[src/hdl/mcl_pkg.sv]
package mcl_pkg;

	// Operation codes carried in the input tuser.
	localparam logic [1:0] OP_KERNEL  = 2'd0;
	localparam logic [1:0] OP_PIXEL   = 2'd1;
	localparam logic [1:0] OP_COMPUTE = 2'd2;

	// Configuration register indexes.
	localparam logic REG_IMAGE_WIDTH  = 1'b0;
	localparam logic REG_IMAGE_HEIGHT = 1'b1;

	// Field widths of the stream items.
	localparam int COL_W    = 8;
	localparam int ROW_W    = 2;
	localparam int CHAN_W   = 2;
	localparam int VALUE_W  = 16;
	localparam int LINE_W   = 10;
	localparam int SUM_W    = 32;
	localparam int IMG_W_W  = 9;
	localparam int IMG_H_W  = 11;
	localparam int CFG_W    = 11;

	// Signed tap coordinates: column and image row with room for the kernel offset.
	localparam int SX_W     = COL_W + 3;
	localparam int IROW_W   = LINE_W + 2;

	// Saturation limits of the result.
	localparam logic [SUM_W-1:0] SUM_MAX = 32'h7FFF_FFFF;
	localparam logic [SUM_W-1:0] SUM_MIN = 32'h8000_0000;

	typedef enum logic [1:0] {
		ST_IDLE,
		ST_RUN,
		ST_FLUSH
	} mcl_state_t;

	// One tap handed from the sequencer to the multiply-accumulate datapath.
	typedef struct packed {
		logic clr;
		logic vld;
		logic hit;
	} mcl_issue_t;

	// Store write strobes.
	typedef struct packed {
		logic kern;
		logic band;
	} mcl_wr_t;

endpackage

[src/hdl/mcl_seq.sv]
module mcl_seq #(
	parameter int KERNEL_W  = 3,
	parameter int KERNEL_H  = 3,
	parameter int CHANNELS  = 3,
	parameter int MAX_WIDTH = 256
) (
	input  logic                                clk,
	input  logic                                arst_n,
	input  logic                                in_vld,
	output logic                                in_rdy,
	input  logic [1:0]                          op,
	input  logic [mcl_pkg::COL_W-1:0]           col,
	input  logic [mcl_pkg::ROW_W-1:0]           row,
	input  logic [mcl_pkg::ROW_W-1:0]           kcol,
	input  logic [mcl_pkg::CHAN_W-1:0]          chan,
	input  logic [mcl_pkg::LINE_W-1:0]          line,
	input  logic [mcl_pkg::IMG_W_W-1:0]         image_width,
	input  logic [mcl_pkg::IMG_H_W-1:0]         image_height,
	input  logic                                pipe_busy,
	input  logic                                out_free,
	output mcl_pkg::mcl_issue_t                 issue,
	output logic [$clog2(MAX_WIDTH*KERNEL_H*CHANNELS)-1:0] band_raddr,
	output logic [((KERNEL_W*KERNEL_H*CHANNELS > 1) ?
		$clog2(KERNEL_W*KERNEL_H*CHANNELS) : 1)-1:0]        kern_raddr,
	output mcl_pkg::mcl_wr_t                    wr,
	output logic [$clog2(MAX_WIDTH*KERNEL_H*CHANNELS)-1:0] band_waddr,
	output logic [((KERNEL_W*KERNEL_H*CHANNELS > 1) ?
		$clog2(KERNEL_W*KERNEL_H*CHANNELS) : 1)-1:0]        kern_waddr,
	output logic                                load_out,
	output logic                                last
);
	import mcl_pkg::*;

	localparam int KSIZE  = KERNEL_W * KERNEL_H * CHANNELS;
	localparam int BSIZE  = MAX_WIDTH * KERNEL_H * CHANNELS;
	localparam int KAW    = (KSIZE > 1) ? $clog2(KSIZE) : 1;
	localparam int BAW    = $clog2(BSIZE);
	localparam int CW     = $clog2(MAX_WIDTH);
	localparam int KCW    = (KERNEL_W > 1) ? $clog2(KERNEL_W) : 1;
	localparam int RCW    = (KERNEL_H > 1) ? $clog2(KERNEL_H) : 1;
	localparam int CCW    = (CHANNELS > 1) ? $clog2(CHANNELS) : 1;
	localparam int HALF_W = KERNEL_W / 2;
	localparam int HALF_H = KERNEL_H / 2;

	mcl_state_t         state_q;
	mcl_state_t         state_d;
	logic [KCW-1:0]     k_q;
	logic [RCW-1:0]     r_q;
	logic [CCW-1:0]     c_q;
	logic [COL_W-1:0]   col_q;
	logic [LINE_W-1:0]  line_q;
	logic               last_q;
	logic               accept;
	logic               start;
	logic               k_end;
	logic               r_end;
	logic               c_end;
	logic [SX_W-1:0]    sx;
	logic [IROW_W-1:0]  irow;
	logic               col_in;
	logic               row_in;

	assign accept = in_vld && in_rdy;
	assign start  = accept && (op == OP_COMPUTE);
	assign k_end  = (k_q == KCW'(KERNEL_W - 1));
	assign r_end  = (r_q == RCW'(KERNEL_H - 1));
	assign c_end  = (c_q == CCW'(CHANNELS - 1));

	// Store writes happen at the edge that accepts the item; bad indexes are dropped.
	always_comb begin
		wr.kern = accept && (op == OP_KERNEL) && (32'(row) < KERNEL_H) &&
			(32'(kcol) < KERNEL_W) && (32'(chan) < CHANNELS);
		wr.band = accept && (op == OP_PIXEL) && (32'(col) < MAX_WIDTH) &&
			(32'(row) < KERNEL_H) && (32'(chan) < CHANNELS);
		kern_waddr = KAW'(((KERNEL_H - 1 - 32'(row)) * KERNEL_W +
			(KERNEL_W - 1 - 32'(kcol))) * CHANNELS + 32'(chan));
		band_waddr = BAW'((32'(col) * KERNEL_H + 32'(row)) * CHANNELS + 32'(chan));
	end

	// Tap position and clipping for the current counter values.
	always_comb begin
		sx   = SX_W'(col_q) - SX_W'(HALF_W) + SX_W'(k_q);
		irow = IROW_W'(line_q) - IROW_W'(HALF_H) + IROW_W'(r_q);
		col_in = !sx[SX_W-1] && (sx[SX_W-2:0] < (SX_W-1)'(image_width)) &&
			(32'(sx[SX_W-2:0]) < MAX_WIDTH);
		row_in = !irow[IROW_W-1] && (irow[IROW_W-2:0] < image_height);
		band_raddr = BAW'((32'(sx[CW-1:0]) * KERNEL_H + 32'(r_q)) * CHANNELS + 32'(c_q));
		kern_raddr = KAW'((32'(r_q) * KERNEL_W + 32'(k_q)) * CHANNELS + 32'(c_q));
	end

	// State register.
	always_ff @(posedge clk or negedge arst_n) begin
		if (!arst_n) begin
			state_q <= ST_IDLE;
		end else begin
			state_q <= state_d;
		end
	end

	// Tap counters: kernel column fastest, then kernel row, then channel.
	always_ff @(posedge clk or negedge arst_n) begin
		if (!arst_n) begin
			k_q <= '0;
			r_q <= '0;
			c_q <= '0;
		end else if (start) begin
			k_q <= '0;
			r_q <= '0;
			c_q <= '0;
		end else if (state_q == ST_RUN) begin
			if (!k_end) begin
				k_q <= k_q + 1'b1;
			end else begin
				k_q <= '0;
				if (!r_end) begin
					r_q <= r_q + 1'b1;
				end else begin
					r_q <= '0;
					c_q <= c_end ? '0 : c_q + 1'b1;
				end
			end
		end
	end

	// Held fields of the pixel being computed.
	always_ff @(posedge clk) begin
		if (start) begin
			col_q  <= col;
			line_q <= line;
			last_q <= (image_width != '0) && ({1'b0, col} == image_width - 1'b1);
		end
	end

	assign last = last_q;

	// Next state and strobes.
	always_comb begin
		state_d   = state_q;
		in_rdy    = 1'b0;
		issue.clr = start;
		issue.vld = 1'b0;
		issue.hit = 1'b0;
		load_out  = 1'b0;
		case (state_q)
			ST_IDLE: begin
				in_rdy = 1'b1;
				if (start) begin
					state_d = ST_RUN;
				end
			end
			ST_RUN: begin
				issue.vld = 1'b1;
				issue.hit = col_in && row_in;
				if (k_end && r_end && c_end) begin
					state_d = ST_FLUSH;
				end
			end
			ST_FLUSH: begin
				if (!pipe_busy && out_free) begin
					load_out = 1'b1;
					state_d  = ST_IDLE;
				end
			end
			default: begin
				state_d = ST_IDLE;
			end
		endcase
	end

endmodule

[config.mk]
export PLATFORM = sky130hd
export DESIGN_NAME = mcl_seq
export DESIGN_NICKNAME = d
export VERILOG_FILES = /design/src/hdl/mcl_pkg.sv /design/src/hdl/mcl_seq.sv
export SDC_FILE = /design/constraint.sdc
export NUM_CORES = 1
export LEC_CHECK = 0
export BUFFER_PORTS_ARGS = -buffer_cell sky130_fd_sc_hd__buf_2
export CELL_PAD_IN_SITES_DETAIL_PLACEMENT = 1
export CELL_PAD_IN_SITES_GLOBAL_PLACEMENT = 1
export CORE_ASPECT_RATIO = 1.1
export CORE_MARGIN = 4
export CORE_UTILIZATION = 44
export DETAILED_ROUTE_END_ITERATION = 10
export GPL_ROUTABILITY_DRIVEN = 1
export PLACE_DENSITY = 0.87
export SKIP_LAST_GASP = 1
export SLEW_MARGIN = 0
export SYNTH_ARGS = -nofsm -noshare
export SYNTH_HDL_FRONTEND = slang
export SYNTH_SLANG_ARGS = --single-unit
[constraint.sdc]
create_clock -name clk -period 6.55 [get_ports clk]
set_input_delay 0.655 -clock clk [delete_from_list [all_inputs] [get_ports clk]]
set_output_delay 0.655 -clock clk [all_outputs]
set_load 0.02 [all_outputs]
==> reports/metrics.cfg <==
[power_and_ir_drop]
power_density_nw_per_um2=434
total_leakage_power_nw=2.92
fin_total_pwr_mw=2.53
vdd_drop_max_uv=522

[timing]
relSlewSlack_pct=58.0
skew_ps=4.21
worst_pin_slew_ps=628
fin_crit_sh_pct=94.5
fin_crit_ps=6190
setup_viol=0
slew_viol_final=0
rsz0062_at_grt=false
fin_setup_tns_ps=0
setup_ws_ps=358
fmax_mhz=161
hold_viol=0

[global_routing]
antenna_found_initial=0
grt_use_total_pct=18.5
grt_pass1_wl_mm=21.3
grt_pass1_vias=4853
grt-ovfl-total=0
grt_max_degree=28

[detailed_routing]
highest_layer=met4
firstDrtPassIters=4
via_per_inst=5.44
m1WireLength_mm=4.94
vias=4372
drcViolationCount=0
drtIter0Drc=95
wl_mm=12.5
wl_per_cell_um=15.5
wl_met3_um=507
wl_met2_mm=6.69
postRouteAntennaNets=0

[worst_setup_path]
critPathMaxStageDelay_ps=510
critPathMostFrequentCell=ha_1
crit_family=adder cells
cp_slowest_cell=fa_1
cp_max_fo=5
critical_path.cell_chain=inv_1 -> ha_1 -> fa_1 -> inv_1 -> fa_1 -> ha_1 -> fa_1 -> a21o_1 -> a21oi_2 -> nor2b_1 -> o21ai_0 -> nand2b_1 -> xor2_1 -> ha_1 -> ha_1 -> or4_1 -> a2111o_1 -> o311ai_0 -> buf_2
cp.required_ps=5890
crit_arrival_ps=5540
start_kind=flip-flop
crit_buf_inv=3
critical_path_class=reg -> out
critPathCaptureType=output pin

[synth]
ys_warn_count=0
synth_edf_count=19
synth_ff_type=edfxtp_1
synth_cell_type_count=60
yosysSeqAreaShare_pct=15.1
post_synth_inst_count=566
async_reset_ff_share_pct=29.6
synth-seq-cells=27
netlist_top_cells_count=125 x ha_1, 65 x inv_1, 59 x xnor2_1
postSynthAreaPerCell_um2=9.01
synth_fp_nets=759
synth_area_um2=5100
yosysMostFrequentCell=ha_1
synth_area_leaders=ha_1 31%, edfxtp_1 11%, xnor2_1 10%
yosys.area.top_type=ha_1
synth_top_cell_area_share_pct=30.7

[place]
dp_hpwl_mm=11.0
numPortBuffers=92
gp_congestion=0.866
place_area_um2=5730
pre_cts_slack_ps=438

[clock_tree]
cts_buffers=3
cts_tree=built
clkTransAtPathRegs_ps=70
htreeDepth=1
cts.sinks=27
cts_buffer_depth=2
cts-hold-fix-buffers=0
cts-root-buf=clkbuf_16
clock_latency_ps=260

[finish]
drive_gt1_share_pct=17.0
areaGrowthSynthToFinish_pct=14.4
diodes=0
fin_area_um2=5830
n_fill_cell=1357
post-route-util_pct=52.5
finish.net_count=851

[floorplanning]
die_h_um=121
initial_utilization_pct=45.9
dieArea_um2=13400
io_pins=93
die_x_um=111
core-area_um2=11100
num_rows=40

[status]
outcome=finished, final reports clean

[worst_hold_path]
hp-class=in -> async

[job]
timing.max_cap.violations=0

flip-flops by register name, indices dropped and copies added (netlist names):
register,flops
state_q,2
k_q,2
r_q,2
line_q,10
col_q,8
last,1
c_q,2
cells in the final DEF, fill, tap and decap left out, types with 6 or more instances in the layout:
| cell type | n |
|---|---|
| ha_1 | 125 |
| fa_1 | 17 |
| nand4_1 | 6 |
| nor3_1 | 19 |
| inv_1 | 65 |
| xnor2_1 | 59 |
| nand2b_1 | 8 |
| a21oi_1 | 24 |
| nor2_1 | 41 |
| a21o_1 | 16 |
| o21ai_0 | 14 |
| nand2_1 | 20 |
| xor2_1 | 21 |
| dfrtp_1 | 8 |
| edfxtp_1 | 19 |
| nand3_1 | 6 |
| buf_2 | 92 |
| nor2b_1 | 12 |
metal layers:
layer  global-route usage [%]  up-vias
met1                     19.9     2083
met5                        0        -
met4                     5.39        0
met3                     2.84       25
met2                     37.1       85
li1                         -     2179
stage by stage:
| stage | hold slack, ps | std cells |
|---|---|---|
| after floorplan | 359 | 566 |
| after global placement | 509 | 800 |
| after detailed placement | 514 | 800 |
| after CTS | 231 | 804 |
| after global routing | 238 | 804 |
| final | 227 | 804 |
worst register-to-register path: cells and delay by family (launching register included):
family,cells,cell delay (ps)
flip-flops,1,400
AND/OR/NAND/NOR,3,740
buffers and inverters,1,350
area by class of cell:
class / instances / area, um2 / share of cell area (%)
Inverter: 66 / 248 / 4.25
Multi-Input combinational cell: 467 / 4080 / 70.0
Tap cell: 147 / 184 / 3.15
Sequential cell: 27 / 771 / 13.2
Timing Repair Buffer: 93 / 468 / 8.03
Clock buffer: 4 / 78.8 / 1.35
kinds of logic after synthesis:
| logic type | synth area share [%] |
|---|---|
| buffers and inverters | 5.42 |
| AOI/OAI and AO/OA | 13.0 |
| muxes | 0.663 |
| DFF | 15.1 |
| adders and majority gates | 37.3 |
| xor gates and xnor gates | 13.7 |
| and+or+nand+nor | 14.7 |
worst paths after layout:
kind,start,endpoint,slack [ps],cells after the start
max in group asynchronous,arst_n,k_q[0],6150,1
hold / removal,arst_n,r_q[1],230,1
min in group clk,state_q[1],state_q[1],560,1
setup reg to reg,state_q[1],col_q[0],4730,4
hold reg to reg,state_q[1],state_q[1],560,1
setup / recovery,col_q[0],band_raddr[10],360,19
repair_timing:
action / CTS / global route
setup endpoints to repair: 0 / 3
setup buffers: 0 / 0
resized for setup: 0 / 4
where the power goes:
| part | switching [mW] | leakage (nW) | internal (mW) | total (mW) |
|---|---|---|---|---|
| clock network | 0.0565 | 0.0382 | 0.0834 | 0.140 |
| registers | 0.0147 | 0.280 | 0.194 | 0.209 |
| logic | 1.30 | 2.60 | 0.878 | 2.18 |
| total | 1.37 | 2.92 | 1.16 | 2.53 |
Note: power is estimated with default switching activity, not from simulation.
